===== config.mk =====
export PLATFORM = sky130hd
export DESIGN_NAME = asm_line_tokenizer_core
export DESIGN_NICKNAME = d
export VERILOG_FILES = /design/src/alt_pkg.sv /design/src/alt_front.sv /design/src/alt_queue.sv /design/src/alt_back.sv /design/src/asm_line_tokenizer_core.sv
export SDC_FILE = /design/constraint.sdc
export NUM_CORES = 1
export LEC_CHECK = 0
export BUFFER_PORTS_ARGS = -buffer_cell sky130_fd_sc_hd__buf_4
export CORE_UTILIZATION = 50
export CTS_CLUSTER_DIAMETER = 120
export DETAILED_ROUTE_END_ITERATION = 7
export GPL_TIMING_DRIVEN = 0
export PLACE_DENSITY = 0.7
export REMOVE_ABC_BUFFERS = 1
export SLEW_MARGIN = 5
export SYNTH_ARGS = -nofsm -noshare
export SYNTH_HDL_FRONTEND = slang
export SYNTH_SLANG_ARGS = --single-unit

===== constraint.sdc =====
create_clock -name i_clk -period 2.98 [get_ports i_clk]
set_input_delay 0.447 -clock i_clk [delete_from_list [all_inputs] [get_ports i_clk]]
set_output_delay 0.447 -clock i_clk [all_outputs]
set_load 0.01 [all_outputs]

===== src/alt_pkg.sv =====
package alt_pkg;

    localparam int unsigned LEN_W     = 8;
    localparam int unsigned TOK_LEN_W = 6;
    localparam int unsigned COL_W     = 16;
    localparam int unsigned QDEPTH    = 4;
    localparam int unsigned QPTR_W    = 2;

    localparam logic [7:0] CH_NUL   = 8'h00;
    localparam logic [7:0] CH_SPACE = 8'h20;
    localparam logic [7:0] CH_COMMA = 8'h2C;
    localparam logic [7:0] CH_TAB   = 8'h09;
    localparam logic [7:0] CH_SEMI  = 8'h3B;
    localparam logic [7:0] CH_DQUOT = 8'h22;
    localparam logic [7:0] CH_SQUOT = 8'h27;
    localparam logic [7:0] CH_BSL   = 8'h5C;

    localparam logic [COL_W-1:0] COL_MAX = '1;

    typedef enum logic [1:0] {
        MODE_PLAIN  = 2'd0,
        MODE_STRING = 2'd1,
        MODE_CHAR   = 2'd2
    } t_mode;

    // one queued work unit: an optional token byte, then an optional end marker
    typedef struct packed {
        logic             has_byte;
        logic             has_end;
        logic [7:0]       data;
        logic [COL_W-1:0] start;
        logic [LEN_W-1:0] len;
    } t_entry;

endpackage


===== src/alt_front.sv =====
module alt_front #(
    parameter int unsigned MAX_LEN = 64
) (
    input  logic            i_clk,
    input  logic            i_rst_n,
    input  logic            i_beat,
    input  logic [7:0]      i_ch,
    output logic            o_push,
    output alt_pkg::t_entry o_entry
);

    localparam int unsigned CW = $clog2(MAX_LEN);
    localparam logic [CW:0] LIMIT = (CW + 1)'(MAX_LEN - 1);

    alt_pkg::t_mode              r_mode, n_mode;
    logic                        r_inside, n_inside;
    logic                        r_comment, n_comment;
    logic [alt_pkg::COL_W-1:0]   r_col, n_col;
    logic [alt_pkg::COL_W-1:0]   r_start, n_start;
    logic [CW-1:0]               r_count, n_count;
    logic                        r_pb, n_pb;

    logic                        is_sep;
    logic                        is_semi;
    alt_pkg::t_mode              cur_mode;
    logic [alt_pkg::COL_W-1:0]   cur_start;
    logic [CW-1:0]               cur_count;
    logic                        cur_pb;
    logic [CW:0]                 cnt1;
    logic                        close_q;
    alt_pkg::t_entry             ent;

    assign is_sep  = (i_ch == alt_pkg::CH_SPACE) || (i_ch == alt_pkg::CH_COMMA)
                  || (i_ch == alt_pkg::CH_TAB);
    assign is_semi = (i_ch == alt_pkg::CH_SEMI);

    // a byte that opens a token sees fresh token state
    assign cur_mode  = r_inside ? r_mode  : alt_pkg::MODE_PLAIN;
    assign cur_start = r_inside ? r_start : r_col;
    assign cur_count = r_inside ? r_count : '0;
    assign cur_pb    = r_inside && r_pb;
    assign cnt1      = {1'b0, cur_count} + (CW + 1)'(1);

    always_comb begin
        n_mode    = r_mode;
        n_inside  = r_inside;
        n_comment = r_comment;
        n_col     = r_col;
        n_start   = r_start;
        n_count   = r_count;
        n_pb      = r_pb;
        close_q   = 1'b0;
        ent       = '0;
        ent.start = cur_start;
        if (i_ch == alt_pkg::CH_NUL) begin
            ent.has_end = r_inside;
            ent.start   = r_start;
            ent.len     = alt_pkg::LEN_W'(r_count);
            n_mode      = alt_pkg::MODE_PLAIN;
            n_inside    = 1'b0;
            n_comment   = 1'b0;
            n_col       = '0;
            n_start     = '0;
            n_count     = '0;
            n_pb        = 1'b0;
        end else begin
            if (r_col != alt_pkg::COL_MAX) begin
                n_col = r_col + alt_pkg::COL_W'(1);
            end
            if (r_comment) begin
                n_comment = 1'b1;
            end else if (!r_inside && is_sep) begin
                n_inside = 1'b0;
            end else if (!r_inside && is_semi) begin
                n_comment = 1'b1;
            end else if (cur_mode == alt_pkg::MODE_PLAIN && (is_sep || is_semi)) begin
                ent.has_end = 1'b1;
                ent.len     = alt_pkg::LEN_W'(cur_count);
                n_inside    = 1'b0;
                n_count     = '0;
                n_pb        = 1'b0;
                n_comment   = is_semi;
            end else begin
                n_mode = cur_mode;
                if (cur_mode == alt_pkg::MODE_PLAIN) begin
                    if (i_ch == alt_pkg::CH_DQUOT) begin
                        n_mode = alt_pkg::MODE_STRING;
                    end else if (i_ch == alt_pkg::CH_SQUOT) begin
                        n_mode = alt_pkg::MODE_CHAR;
                    end
                end else if (cur_mode == alt_pkg::MODE_STRING) begin
                    close_q = (i_ch == alt_pkg::CH_DQUOT) && !cur_pb;
                end else begin
                    close_q = (i_ch == alt_pkg::CH_SQUOT) && !cur_pb;
                end
                ent.has_byte = 1'b1;
                ent.data     = i_ch;
                ent.len      = alt_pkg::LEN_W'(cnt1);
                n_inside     = 1'b1;
                n_start      = cur_start;
                n_count      = cnt1[CW-1:0];
                n_pb         = (i_ch == alt_pkg::CH_BSL);
                if (close_q || cnt1 >= LIMIT) begin
                    ent.has_end = 1'b1;
                    n_inside    = 1'b0;
                    n_mode      = alt_pkg::MODE_PLAIN;
                    n_count     = '0;
                    n_pb        = 1'b0;
                end
            end
        end
    end

    assign o_push  = i_beat && (ent.has_byte || ent.has_end);
    assign o_entry = ent;

    always_ff @(posedge i_clk) begin
        if (!i_rst_n) begin
            r_mode    <= alt_pkg::MODE_PLAIN;
            r_inside  <= 1'b0;
            r_comment <= 1'b0;
            r_col     <= '0;
            r_start   <= '0;
            r_count   <= '0;
            r_pb      <= 1'b0;
        end else if (i_beat) begin
            r_mode    <= n_mode;
            r_inside  <= n_inside;
            r_comment <= n_comment;
            r_col     <= n_col;
            r_start   <= n_start;
            r_count   <= n_count;
            r_pb      <= n_pb;
        end
    end

endmodule


===== src/alt_queue.sv =====
module alt_queue (
    input  logic            i_clk,
    input  logic            i_rst_n,
    input  logic            i_push,
    input  alt_pkg::t_entry i_entry,
    input  logic            i_pop,
    output alt_pkg::t_entry o_head,
    output logic            o_full,
    output logic            o_empty
);

    alt_pkg::t_entry                r_mem [alt_pkg::QDEPTH];
    logic [alt_pkg::QPTR_W-1:0]     r_wr;
    logic [alt_pkg::QPTR_W-1:0]     r_rd;
    logic [alt_pkg::QPTR_W:0]       r_cnt;

    assign o_head  = r_mem[r_rd];
    assign o_full  = (r_cnt == (alt_pkg::QPTR_W + 1)'(alt_pkg::QDEPTH));
    assign o_empty = (r_cnt == '0);

    always_ff @(posedge i_clk) begin
        if (i_push) begin
            r_mem[r_wr] <= i_entry;
        end
    end

    always_ff @(posedge i_clk) begin
        if (!i_rst_n) begin
            r_wr  <= '0;
            r_rd  <= '0;
            r_cnt <= '0;
        end else begin
            if (i_push) begin
                r_wr <= r_wr + alt_pkg::QPTR_W'(1);
            end
            if (i_pop) begin
                r_rd <= r_rd + alt_pkg::QPTR_W'(1);
            end
            if (i_push && !i_pop) begin
                r_cnt <= r_cnt + (alt_pkg::QPTR_W + 1)'(1);
            end else if (i_pop && !i_push) begin
                r_cnt <= r_cnt - (alt_pkg::QPTR_W + 1)'(1);
            end
        end
    end

endmodule


===== src/alt_back.sv =====
module alt_back (
    input  logic                            i_clk,
    input  logic                            i_rst_n,
    input  alt_pkg::t_entry                 i_head,
    input  logic                            i_empty,
    input  logic                            i_ready,
    output logic                            o_pop,
    output logic                            o_valid,
    output logic                            o_is_end,
    output logic [7:0]                      o_out_byte,
    output logic [alt_pkg::COL_W-1:0]       o_start_column,
    output logic [alt_pkg::TOK_LEN_W-1:0]   o_token_length
);

    // set once the byte beat of the head entry has gone and its end marker remains
    logic r_phase;
    logic byte_beat;
    logic beat;

    assign byte_beat      = i_head.has_byte && !r_phase;
    assign beat           = o_valid && i_ready;
    assign o_valid        = !i_empty;
    assign o_is_end       = !byte_beat;
    assign o_out_byte     = byte_beat ? i_head.data : 8'h00;
    assign o_start_column = i_head.start;
    assign o_token_length = i_head.len[alt_pkg::TOK_LEN_W-1:0];
    assign o_pop          = beat && !(byte_beat && i_head.has_end);

    always_ff @(posedge i_clk) begin
        if (!i_rst_n) begin
            r_phase <= 1'b0;
        end else if (beat) begin
            r_phase <= !o_pop;
        end
    end

endmodule


===== src/asm_line_tokenizer_core.sv =====
// channel | direction | handshake          | payload
// input   | in        | i_valid / o_ready  | i_ch
// output  | out       | o_valid / i_ready  | o_is_end, o_out_byte, o_start_column,
//         |           |                    | o_token_length
//
// one source byte per cycle, while the queue has room, is classified and queued;
// a byte yielding a token byte plus an end marker is sent as a byte beat, then an
// end beat, from a four-entry queue drained one beat per cycle unless stalled.
// reset is synchronous and active low; it clears the line state and the queue.
// input stalls only while the queue is full; the output side stalls on its own.
module asm_line_tokenizer_core #(
    parameter int unsigned MAX_LEN = 64
) (
    input  logic                            i_clk,
    input  logic                            i_rst_n,
    input  logic                            i_valid,
    output logic                            o_ready,
    input  logic [7:0]                      i_ch,
    output logic                            o_valid,
    input  logic                            i_ready,
    output logic                            o_is_end,
    output logic [7:0]                      o_out_byte,
    output logic [alt_pkg::COL_W-1:0]       o_start_column,
    output logic [alt_pkg::TOK_LEN_W-1:0]   o_token_length
);

    logic            in_beat;
    logic            push;
    logic            pop;
    logic            full;
    logic            empty;
    alt_pkg::t_entry entry;
    alt_pkg::t_entry head;

    assign o_ready = !full;
    assign in_beat = i_valid && o_ready;

    alt_front #(
        .MAX_LEN (MAX_LEN)
    ) u_front (
        .i_clk   (i_clk),
        .i_rst_n (i_rst_n),
        .i_beat  (in_beat),
        .i_ch    (i_ch),
        .o_push  (push),
        .o_entry (entry)
    );

    alt_queue u_queue (
        .i_clk   (i_clk),
        .i_rst_n (i_rst_n),
        .i_push  (push),
        .i_entry (entry),
        .i_pop   (pop),
        .o_head  (head),
        .o_full  (full),
        .o_empty (empty)
    );

    alt_back u_back (
        .i_clk          (i_clk),
        .i_rst_n        (i_rst_n),
        .i_head         (head),
        .i_empty        (empty),
        .i_ready        (i_ready),
        .o_pop          (pop),
        .o_valid        (o_valid),
        .o_is_end       (o_is_end),
        .o_out_byte     (o_out_byte),
        .o_start_column (o_start_column),
        .o_token_length (o_token_length)
    );

endmodule

# Word level (Yosys, flattened, before mapping)
# Memory sizes are Yosys's and may differ from the RTL's. A register that Yosys moved wholly into a read port is not among the register bits.
# Index checks and enable logic that the tools add are counted.
# word_totals
inputBits,12
ramBits,136
wordCells,143
out_inout_bits,33
regBits,51
n_memories,1
# memory_table
memory,words,width,read_ports,rd_clocked_by_memory_dff,write_ports,line_no,rtl
u_queue.r_mem,4,34,1,1,1,alt_queue.sv:12,alt_pkg::t_entry r_mem [alt_pkg::QDEPTH];
# classes
n_mux,72
order_cmp,1
eq_ne,15
reduce_logical,37
add_sub_neg,6
# op_table
cell,n
$mux W16,9
$mux W8,7
$mux W6,7
$eq A8 B6 Y1 const B,5
$mux W1,31
$mux W10,3
$mux W2,12
$add A16 B1 Y16 const B,1
$ne A16 B16 Y1 const B,1
$logic_and A1 B1 Y1,14
$logic_not A1 Y1,9
$eq A8 B4 Y1 const B,1
$eq A8 B7 Y1 const B,1
$logic_not A8 Y1,1
$add A6 B1 Y7 const B,1
$ge A7 B6 Y1 const B,1
$mux W7,1
$mux W3,2
$ne A2 B1 Y1 const B,3
$logic_or A1 B1 Y1,5
$reduce_and A5 Y1,1
$add A2 B1 Y2 const B,2
$reduce_and A4 Y1,1
$reduce_bool A2 Y1,2
other kinds (10),10

# Longest topological paths before layout
# Gate-level depths: netlist of the first run.
# depth
word_depth,23
depth_mapped,12
ltp_nobuf,10

# Modules after synthesis
# From an unflattened synthesis of the first run, not the netlist that was laid out.
# unflattened
cells_unflattened,559
hier_area_um2,8256.7
# by_module_without_submodules
mod,instances,seq_area_each_um2,area_per_inst_um2,cells_per_inst
alt_queue,1,4264.1,5400.2,221
alt_front,1,860.8,2521.2,296
alt_back,1,20.0,325.3,40
asm_line_tokenizer_core,1,0.0,10.0,2

# Worst setup path before layout of the first run
# No wires, ideal clock.
# synth_path
path_kind,input -> register
startpoint,input i_ch[2]
endpoint,register u_queue.r_cnt[2] in the netlist's numbering
cell_stages,12
arrival_time_ns,2.959
t_required_ns,2.909
n_path_buf,2
setup_ns,0.071
path_slack_ns,-0.049
cell_sequence,buf_2 > nor3_1 > and3_1 > clkbuf_1 > o21ai_0 > a21oi_2 > ha_1 > inv_1 > fa_1 > xor2_1 > or3_1 > a21oi_1
# synth_via
elab_chain_len,21
word_cells_on_any_way,38
classes_between,eq/ne (6); mux (16); reduce/logical (16)
# synth_rtl
item,line_no,rtl
"start, declared",asm_line_tokenizer_core.sv:18,"input logic [7:0] i_ch,"
"$eq A8 B6 Y1, on equally long branches","alt_front.sv:94, alt_front.sv:92",
"$logic_and A1 B1 Y1, on equally long branches","alt_front.sv:94, alt_front.sv:92",
$mux W1,alt_front.sv:91,end else if (cur_mode == alt_pkg::MODE_STRING) begin
$mux W1,alt_front.sv:85,if (cur_mode == alt_pkg::MODE_PLAIN) begin
$mux W1,alt_front.sv:76,end else if (cur_mode == alt_pkg::MODE_PLAIN && (is_sep || is_semi)) begin
$mux W1,alt_front.sv:74,end else if (!r_inside && is_semi) begin
$mux W1,alt_front.sv:72,end else if (!r_inside && is_sep) begin
$mux W1,alt_front.sv:70,if (r_comment) begin
[6 not listed],-,
$mux W10,alt_front.sv:70,
$mux W1,alt_front.sv:55,if (i_ch == alt_pkg::CH_NUL) begin
$logic_or A1 B1 Y1 (*),alt_front.sv:114,assign o_push = i_beat && (ent.has_byte || ent.has_end);
$logic_and A1 B1 Y1 (*),alt_front.sv:114,
net push,asm_line_tokenizer_core.sv:28,logic push;
$logic_not A1 Y1,alt_queue.sv:41,end else if (i_pop && !i_push) begin
$logic_and A1 B1 Y1,alt_queue.sv:41,
$reduce_bool A2 Y1 (no source line),-,
"end signal, assigned",alt_queue.sv:40,r_cnt <= r_cnt + (alt_pkg::QPTR_W + 1)'(1);
"end signal, assigned",alt_queue.sv:42,r_cnt <= r_cnt - (alt_pkg::QPTR_W + 1)'(1);
"end, declared",alt_queue.sv:15,logic [alt_pkg::QPTR_W:0] r_cnt;
# The timed path passes the listed nets; every way through them passes the cells marked *. The select of a mux whose other input is x is not followed.
# A chain may end at the register's enable or synchronous reset.

==> run metrics, run 1 <==
vias in the first global route=4502; max-slew violation total from the final report=0; clock network latency to the later pin of the worst-skew pair=0.43 ns; total detailed-routing wirelength=14370 um; fraction of the mapped netlist area in simple logic gates=9.618%; flop and latch count out of synthesis=181; sort of element at the end of the critical path=register; result of the run=finished, violations left; Sw Share=26.56%; remaining global-route overflow=0; width of the die=125.5 um; accumulated negative setup slack=0 ns; number of warnings printed during yosys synthesis=0; Setup Viol. Count Final=0; upper clock frequency limit=355.0 MHz; number of instances in the synthesized netlist=510; # IOs=45; sw power=1.819 mW; Worst Hold Depth=3; setup repair after global routing missed its margin=no; Data arrival, critical path=3.17 ns; maximum number of pins on one net before global-route repair=33; worst voltage drop across the vdd grid=0.0003223 V; violation count after the first detailed-route iteration=442; chip height=125.5 um; Clock Skews=0.01996 ns; total clock sinks=181; Initial Utilization=51.86%; Die Area=15750 um2; number of violations of the max-capacitance limit=0; clock-pin slew on the worst setup and hold paths=0.06 ns; maximum fanout encountered on the critical timing path=20; number of nets at the end of the flow=574; number of synthesized flops with an enable pin=128; core area=14700 um2; Inserted Clock Buffers=17; synthesized-area fraction occupied by xor and xnor cells=2.987%; top-count cell post-synth=edfxtp_1; number of antenna cells inserted=0; Worst-Margin Slew=1.156 ns; fraction of layout instances using a drive strength above 1=29.15%; PwrDens=774.1 nW/um2; fillcell total=1062; minimum period implied by the final worst setup slack=2.817 ns; share of the synthesized area in the top cell type=50.42%; number of buffers added on ports=44; top cell types by occurrence after synthesis=edfxtp_1 (128), dfxtp_1 (53), mux4_2 (32); clock tree from TritonCTS=built; gp weighted congestion=0.8510; Reg2Reg Depth=11; power after layout=6.850 mW; number of distinct standard cells referenced by the synthesized netlist=65; fraction of the cycle the final worst path needs=94.52%; multiplexer area fraction after synthesis=12.08%; antenna viol nets, final=0; fraction of synthesis flops using an asynchronous set or reset pin=0%; most instantiated flip-flop cell in the synthesis netlist=edfxtp_1; Residual DRC=3; required time of the worst setup path=3.33 ns; fraction of power consumed by sequential logic=44.5%; combinational group share of total power=23.5%; Slew headroom=22.43%; startpoint-to-endpoint class of the critical path=reg -> reg; Clock Root Buffer=clkbuf_16; reported leakage power=3.150 nW; mean instance size in the synthesized netlist=14.95 um2; count of endpoints failing hold in the final timing report=0; Compound-Gate Fraction of Synth Area=7.139%; Std-Cell Rows=44; detailed-placement wirelength estimate=9189 um; Wirelength per Cell=19.16 um; violated checks=design-rule violations; vias per cell=5.787; first-pass GRT wire length=23820 um; total track usage=19.84%; leading area contributor after synthesis=edfxtp_1; main combinational cell family by area after synthesis=multiplexers; antenna violations before repair=0; share of synthesized cell area in full adder, half adder and majority cells=1.576%; H-tree depth=4; total via count in the routed design=4340; worst hold-check path type=in -> reg; detailed-router iteration count before antenna repair=7; portion of the post-synthesis area used by sequential elements=64.34%; internal power consumption=5.031 mW; Layout area overhead=16.07%; mapped cell area=7624 um2; largest buffer count on any clock path=2; Critical Path Start Type=register; power share of the clock group=32.0%; leading post-synthesis cells by cell area=edfxtp_1 (50%), dfxtp_1 (14%), mux4_2 (9.5%)
[cells by family after synthesis]
kind of cell,count (synthesis)
xor gates and xnor gates,26
muxes,50
buffers and inverters,39
and+or+nand+nor,136
DFF,181
adders and majority gates,9
AOI/OAI and AO/OA,69
[power by group through the flow]
stage | Clock, mW | Sequential [mW] | Combinational, mW
floorplan | 0 | 3.16 | 0.865
global placement | 0 | 3.23 | 1.36
detailed placement | 0 | 3.15 | 1.56
CTS | 2.21 | 3.05 | 1.63
global route | 2.32 | 3.08 | 1.75
finish | 2.19 | 3.05 | 1.61
[layout by cell type, fill, tap and decap left out, types with 4 or more instances in the layout]
cell,netlist,layout
nor2b_1,9,9
and4_1,4,4
and3_1,14,13
mux2_2,16,16
a22o_1,16,16
nand4_1,4,4
a22o_2,4,4
nor2_1,31,31
nor3_1,7,6
buf_4,0,46
edfxtp_1,128,128
a21oi_1,8,8
nand2_1,22,22
inv_1,11,10
buf_16,0,4
dfxtp_1,53,49
o21ai_0,13,12
and2_2,1,6
xor2_1,16,16
ha_1,8,8
clkinvlp_4,0,4
and2_1,9,4
xnor2_1,10,10
nand3_1,19,19
clkbuf_16,0,17
mux4_2,32,32
[per-layer routing]
metal / global-route usage (%) / vias up / wire length [um]
met5: 0 / - / 0
li1: - / 2045 / -
met2: 33.30 / 96 / 7287
met3: 3.081 / 20 / 464
met1: 25.96 / 2179 / 6370
met4: 7.963 / 0 / 246
[stage by stage]
step | utilization (%) | hold slack (ns) | cells | cell area (um2) | setup slack, ns
floorplan | - | 0.4319 | 482 | 7492 | -0.7488
global placement | 54.78 | 0.4450 | 710 | 8053 | -1.533
detailed placement | 55.92 | 0.4504 | 716 | 8219 | -0.6855
CTS | 60.04 | 0.3559 | 750 | 8825 | 0.05311
global route | 60.20 | 0.3840 | 750 | 8848 | 0.02164
finish | 60.20 | 0.3673 | 750 | 8848 | 0.1632
[path summary, 6_finish.rpt]
| kind | startpoint | end | slack [ns] |
|---|---|---|---|
| setup / recovery | register | u_queue.r_cnt[2]$_SDFFE_PN0P_ | 0.16 |
| hold / removal | i_rst_n | u_back.r_phase$_SDFFE_PN0P_ | 0.37 |
| setup reg to reg | register | u_queue.r_cnt[2]$_SDFFE_PN0P_ | 0.16 |
| hold reg to reg | u_front.r_pb$_SDFFE_PN0P_ | u_front.r_pb$_SDFFE_PN0P_ | 0.47 |
[flip-flops by register name (all words and copies together), names as in the netlist, 2 cells and up, named ones only]
register and count:
u_front.r_col 16, u_front.r_count 6, u_front.r_mode 2, u_front.r_start 16
u_queue.r_cnt 3, u_queue.r_mem 128, u_queue.r_rd 2, u_queue.r_wr 2
[critical path, cell delays in order (launching register included)]
cell      delay [ns]
dfxtp_4         0.35
buf_12          0.17
mux4_2          0.38
nand2b_4        0.12
o21a_2          0.27
inv_1           0.07
ha_1            0.19
inv_1           0.07
fa_1            0.46
xor2_1          0.20
or3_1           0.32
a21oi_1         0.14
[cell type report]
| type | instances | area, um2 | area share [%] |
|---|---|---|---|
| Tap cell | 184 | 230.2 | 2.602 |
| Inverter | 11 | 45.04 | 0.5090 |
| Sequential cell | 181 | 4912 | 55.51 |
| Clock inverter | 13 | 147.6 | 1.669 |
| Multi-Input combinational cell | 290 | 2585 | 29.21 |
| Clock buffer | 19 | 432.9 | 4.893 |
| Timing Repair Buffer | 52 | 495.5 | 5.600 |
[timing repair]
action	in CTS	in global routing
setup buffers	2	0
hold endpoints to repair	0	0
hold buffers	0	0
gates resized for setup	4	9
setup endpoints to repair	12	31
Power figures use the tool's default switching activity.
==> inputs of run 2 (changes only) <==
ABC_AREA = 1   (was not set)
==> run 2 against run 1 <==
Net effect:
- the flow now finishes without violations
- sequential cell count unchanged
- synthesized area increased by 8.6%
- largest cell class unchanged
- critical path depth fell by 7
- maximum frequency up 1.5%
- global-route usage grew 2.9 points
- count of clock-buffer cells in the layout unchanged
- via count grew 46%
- hold slack gained 0.033 ns
- register-to-register slack better by 0.08 ns
==> run metrics, run 2 <==
share of the synthesized area in the top cell type=46.41% (-4.0 points); flop and latch count out of synthesis=181 (unchanged); setup repair after global routing missed its margin=no; total detailed-routing wirelength=18430 um (+28%); fraction of synthesis flops using an asynchronous set or reset pin=0% (unchanged); mean instance size in the synthesized netlist=9.161 um2 (-39%); width of the die=130.7 um (+4.2%); instance count after placement with tap cells included=1130 (+58%); clock tree from TritonCTS=built; Die Area=17080 um2 (+8.5%); portion of the post-synthesis area used by sequential elements=59.22% (-5.1 points); Std-Cell Rows=46 (+4.5%); Slew headroom=42.82% (+20 points); Critical Path Start Type=register; Clock Root Buffer=clkbuf_16; worst voltage drop across the vdd grid=0.0004300 V (+33%); Residual DRC=0 (-3); Inserted Clock Buffers=17 (unchanged); number of instances in the synthesized netlist=904 (+77%); PwrDens=776.7 nW/um2 (+0.33%); hold-fix buffers at CTS=0 (unchanged); mapped cell area=8282 um2 (+8.6%); number of antenna cells inserted=0 (unchanged); Hold Worst Slack=0.3999 ns (+0.03269 ns); minimum period implied by the final worst setup slack=2.774 ns (-0.04275 ns); number of nets at the end of the flow=962 (+68%); clock-pin slew on the worst setup and hold paths=0.07 ns (about the same); top-count cell post-synth=nand2_1; registers with the most flip-flops=u_queue.r_mem: 128 flops, u_front.r_col: 16 flops, u_front.r_start: 16 flops; flip-flop count of the largest register, all copies and words added=128 (unchanged); vias in the first global route=5603 (+24%); fraction of the cycle the final worst path needs=93.09% (-1.4 points); reported leakage power=3.614 nW (+15%); chip height=130.7 um (+4.2%); detailed-placement wirelength estimate=10790 um (+17%); number of buffers added on ports=44 (unchanged); number of violations of the max-capacitance limit=0 (unchanged); most common cell after layout, fill and taps aside=nand2_1; sort of element at the end of the critical path=output port; vias per cell=5.409 (-6.5%); post-route cell area=9582 um2 (+8.3%); fraction of layout instances using a drive strength above 1=13.63% (-16 points); Initial Utilization=51.76% (-0.10 points); Worst-Margin Slew=0.8530 ns (-0.3028 ns); leading area contributor after synthesis=edfxtp_1; startpoint-to-endpoint class of the critical path=reg -> out; H-tree depth=4 (unchanged); total clock sinks=181 (unchanged); remaining global-route overflow=0 (unchanged); Wirelength per Cell=15.75 um (-18%); Clock Skews=0.007164 ns (-0.01280 ns); upper clock frequency limit=360.5 MHz (+1.5%); Layout area overhead=15.70%; number of synthesized flops with an enable pin=128 (unchanged); required time of the worst setup path=2.53 ns (-0.80 ns); antenna viol nets, final=0 (unchanged); worst hold-check path type=in -> reg; leading post-synthesis cells by cell area=edfxtp_1 (46%), dfxtp_1 (13%), nand2_1 (7.7%); result of the run=finished clean; maximum fanout encountered on the critical timing path=18 (-10%); # IOs=45 (unchanged); number of distinct standard cells referenced by the synthesized netlist=36 (-45%); first-pass GRT wire length=28860 um (+21%); largest buffer count on any clock path=2 (unchanged); detailed-router iteration count before antenna repair=5 (-2); count of endpoints failing hold in the final timing report=0 (unchanged); gp weighted congestion=0.8553 (+0.51%); total via count in the routed design=6329 (+46%); antenna violations before repair=0 (unchanged); register ranked first by flip-flop count=u_queue.r_mem; most instantiated flip-flop cell in the synthesis netlist=edfxtp_1; top cell types by occurrence after synthesis=nand2_1 (169), nor2_1 (141), edfxtp_1 (128); number of warnings printed during yosys synthesis=0 (unchanged); placed cell area=8841 um2 (+7.6%); Data arrival, critical path=2.33 ns (-0.84 ns); max-slew violation total from the final report=0 (unchanged); leading cell types in the layout, fill and taps excluded=nand2_1 (168), nor2_1 (136), edfxtp_1 (128), o21ai_0 (118), inv_1 (70); violation count after the first detailed-route iteration=549 (+24%); clock network latency to the later pin of the worst-skew pair=0.43 ns (about the same); filler-free cell count of the finished design=1170 (+56%); Setup Viol. Count Final=0 (unchanged); core area=16000 um2 (+8.9%); maximum number of pins on one net before global-route repair=65 (+97%); total track usage=22.74% (+2.9 points)
==> run 2: cell types whose count changed in the layout (fill, tap and decap cells not counted), sizes merged, moves of 20 or more <==
cell   change
o22ai     +24
o21ai    +104
mux4      -32
nand2    +151
nor2     +112
a21oi     +49
a22o      -20
inv       +68
==> run 2: worst paths after layout <==
| kind | from | end | slack, ns | cells after the start |
|---|---|---|---|---|
| max reg2reg | u_front.r_inside$_SDFFE_PN0P_ | u_queue.r_cnt[2]$_SDFFE_PN0P_ | 0.24 | 14 |
| min | i_rst_n | u_front.r_start[10]$_SDFFE_PN0P_ | 0.40 | 3 |
| min reg2reg | u_front.r_start[8]$_SDFFE_PN0P_ | u_front.r_start[8]$_SDFFE_PN0P_ | 0.46 | 2 |
| max | register | o_token_length[1] | 0.21 | 4 |
==> run 2: where the power goes <==
part           internal (mW)  switching, mW
combinational          0.712           1.17
clock                   1.42          0.958
sequential              3.00          0.177
==> run 2: cell type report <==
class | instances | area [um2]
repair buffers | 55 | 486.7
clock inverters | 13 | 195.2
well taps | 216 | 270.3
clock buffers | 19 | 432.9
repair inverters | 2 | 10.01
flip-flops and latches | 181 | 4916
multi-input cells | 602 | 2938
fillers | 1359 | 6419
inverters | 82 | 332.8
==> run 2: metal layers <==
| layer | track usage, % | share of wire [%] | vias up |
|---|---|---|---|
| li1 | - | - | 3148 |
| met1 | 30.63 | 46 | 3001 |
| met2 | 36.73 | 48 | 164 |
| met3 | 5.660 | 5.8 | 16 |
| met4 | 6.085 | 0.94 | 0 |
| met5 | 0 | 0 | - |
==> run 2: through the flow <==
step	util [%]	TNS [ns]	total power [mW]	worst slack, ns
2_1_floorplan	-	-87.76	4.230	-1.119
3_3_place_gp	54.42	-431.03	4.982	-3.299
6_report	59.88	0	7.442	0.2060
5_1_grt	59.88	0	7.834	0.05435
3_5_place_dp	55.25	-91.54	5.068	-0.9945
4_1_cts	59.68	0	7.460	0.04141
==> run 2: kinds of logic after synthesis <==
group                      Yosys count  synth area share, %
buffers and inverters              121                5.847
adders and majority gates            9                1.450
xor gates and xnor gates             8               0.8461
and+or+nand+nor                    384                19.64
DFF                                181                59.22
AOI/OAI and AO/OA                  201                12.99
==> run 2: critical path, cell delays in order, from the launching register on <==
cell,delay (ns)
dfxtp_4,0.53
clkinvlp_2,0.78
o21ai_0,0.30
o22ai_1,0.11
buf_4,0.16
==> run 2: repair_timing <==
| item | CTS | global route |
|---|---|---|
| cloned | 1 | 1 |
| pin swaps | 1 | 0 |
| resized for setup | 8 | 5 |
| setup endpoints to repair | 202 | 10 |
| buffers inserted | 5 | 1 |
==> inputs of run 3 (changes only) <==
CELL_PAD_IN_SITES_DETAIL_PLACEMENT = 1   (was not set)
CELL_PAD_IN_SITES_GLOBAL_PLACEMENT = 1   (was not set)
CORE_UTILIZATION = 43   (was 50)
PLACE_DENSITY = not set   (was 0.7)
PLACE_DENSITY_LB_ADDON = 0.1   (was not set)
==> run 3 against run 2 <==
Net effect:
- sequential share of layout area decreased by 0.37 points
- core utilization is 8.5 points lower
- critical path type unchanged
- count of clock-buffer cells in the layout fell by 1
- largest cell class unchanged
==> run metrics, run 3 (same netlist as run 2, synthesis figures left out) <==
result of the run=finished clean; sort of element at the end of the critical path=output port; gp weighted congestion=0.8452 (-1.2%); Critical Path Start Type=register; H-tree depth=4 (unchanged); minimum period implied by the final worst setup slack=2.786 ns (+0.01218 ns); first-pass GRT wire length=36710 um (+27%); number of nets at the end of the flow=972 (+1.0%); Slew headroom=40.77% (-2.1 points); instance count after placement with tap cells included=1148 (+1.6%); startpoint-to-endpoint class of the critical path=reg -> out; Residual DRC=0 (unchanged); antenna violations before repair=0 (unchanged); hold-fix buffers at CTS=0 (unchanged); Cell Chain, Critical Path=inv_8 > o21ai_0 > nand2_1 > inv_1 > nor2_1 > clkinv_2 > a21oi_1 > buf_4; Clock Skews=0.01050 ns (+0.003338 ns); number of violations of the max-capacitance limit=0 (unchanged); fillcell total=2122 (+56%); clock-pin slew on the worst setup and hold paths=0.07 ns (about the same); placed cell area=8886 um2 (+0.51%); Setup Viol. Count Final=0 (unchanged); power after layout=7.417 mW (-0.33%); Wirelength per Cell=19.77 um (+26%); registers with the most flip-flops=u_queue.r_mem: 128 flops, u_front.r_col: 16 flops, u_front.r_start: 16 flops; maximum number of pins on one net before global-route repair=65 (unchanged); required time of the worst setup path=2.53 ns (about the same); total clock sinks=181 (unchanged); filler-free cell count of the finished design=1198 (+2.4%); startpoint of the most critical hold path=i_ch[6]; antenna viol nets, final=0 (unchanged); detailed-router iteration count before antenna repair=5 (unchanged); Die Area=19820 um2 (+16%); leading cell types in the layout, fill and taps excluded=nand2_1 (168), nor2_1 (137), edfxtp_1 (128), o21ai_0 (118), inv_1 (70); total via count in the routed design=6676 (+5.5%); Std-Cell Rows=50 (+8.7%); setup repair after global routing missed its margin=no; post-route cell area=9652 um2 (+0.73%); flip-flop count of the largest register, all copies and words added=128 (unchanged); # IOs=45 (unchanged); detailed-placement wirelength estimate=14210 um (+32%); vias per cell=5.573 (+3.0%); chip height=140.8 um (+7.7%); clock network latency to the later pin of the worst-skew pair=0.44 ns (about the same); launch instance of the worst register-to-register path=u_front.r_inside$_SDFFE_PN0P_; Data arrival, critical path=2.34 ns (about the same); Worst-Margin Slew=0.8875 ns (+0.03453 ns); vias in the first global route=6862 (+22%); Inserted Clock Buffers=17 (unchanged); Sequential Area=4916 um2 (unchanged); number of buffers added on ports=44 (unchanged); maximum fanout encountered on the critical timing path=64 (+46); Critical Path Slowest Stage Cell=dfxtp_4; clock tree from TritonCTS=built; width of the die=140.8 um (+7.7%); worst hold-check path type=in -> reg; total track usage=24.71% (+2.0 points); largest buffer count on any clock path=2 (unchanged); total detailed-routing wirelength=23690 um (+29%); fraction of the cycle the final worst path needs=93.50% (+0.41 points); Layout area overhead=16.54%; PwrDens=768.5 nW/um2 (-1.1%); worst voltage drop across the vdd grid=0.0004110 V (-4.4%); reported leakage power=3.663 nW (+1.4%); upper clock frequency limit=358.9 MHz (-0.44%); area occupied by multi-input gates=2930 um2 (-0.26%); accumulated negative setup slack=0 ns (unchanged); core area=18770 um2 (+17%); most common cell after layout, fill and taps aside=nand2_1; count of endpoints failing hold in the final timing report=0 (unchanged); max-slew violation total from the final report=0 (unchanged); register ranked first by flip-flop count=u_queue.r_mem; Initial Utilization=44.13% (-7.6 points); fraction of layout instances using a drive strength above 1=14.42% (+0.79 points); remaining global-route overflow=0 (unchanged); Clock Root Buffer=clkbuf_16; Final Util=51.43% (-8.5 points); largest stage delay on the critical path=0.44 ns (-0.34 ns); violation count after the first detailed-route iteration=433 (-21%); number of antenna cells inserted=0 (unchanged)
==> run 3: worst max-delay path: cells and delay by family (launching register included) <==
family,cells,cell delay (ns)
AOI/OAI and AO/OA,2,0.39
DFF,1,0.44
and+or+nand+nor,2,0.25
buffers and inverters,4,0.76
==> run 3: cell type report <==
cell class	instances	area share (%)
flip-flops and latches	181	50.93
multi-input cells	602	30.36
repair buffers	66	6.482
clock buffers	18	4.446
inverters	82	3.370
well taps	234	3.033
clock inverters	14	1.296
repair inverters	1	0.07778
==> run 3: where the power goes <==
group / internal (mW) / leakage [nW] / total (mW) / switching [mW]
registers: 3.00 / 1.62 / 3.16 / 0.156
clock network: 1.16 / 0.269 / 2.15 / 0.993
logic: 0.775 / 1.77 / 2.11 / 1.33
==> run 3: metrics by stage <==
stage,hold WS [ns],setup WS (ns)
2_1_floorplan,0.4360,-1.119
3_3_place_gp,0.4459,-3.312
3_5_place_dp,0.4598,-1.112
4_1_cts,0.4039,0.02062
5_1_grt,0.4153,0.02902
6_report,0.4164,0.1938
==> run 3: timing repair <==
| action | in CTS | in global routing |
|---|---|---|
| cloned | 1 | 1 |
| endpoints found under the setup margin | 235 | 53 |
| pin swaps | 1 | 0 |
| resized for setup | 9 | 3 |
| buffers inserted | 7 | 9 |
==> run 3: layer usage <==
layer / vias to the layer above / track usage (%) / share of wire (%) / routed length (um)
met2: 121 / 43.23 / 49 / 11700
met4: 0 / 8.009 / 1.3 / 310
met5: - / 0 / 0 / 0
met1: 3360 / 31.23 / 46 / 10990
met3: 23 / 3.940 / 2.9 / 686
li1: 3172 / - / - / -
==> run 3: final timing paths <==
path / end / slack [ns] / cells past startpoint
max: o_out_byte[7] / 0.19 / 8
min: u_queue.r_mem[2][30]$_DFFE_PP_ / 0.42 / 3
max reg2reg: u_queue.r_cnt[2]$_SDFFE_PN0P_ / 0.30 / 14
min reg2reg: u_front.r_start[15]$_SDFFE_PN0P_ / 0.47 / 2
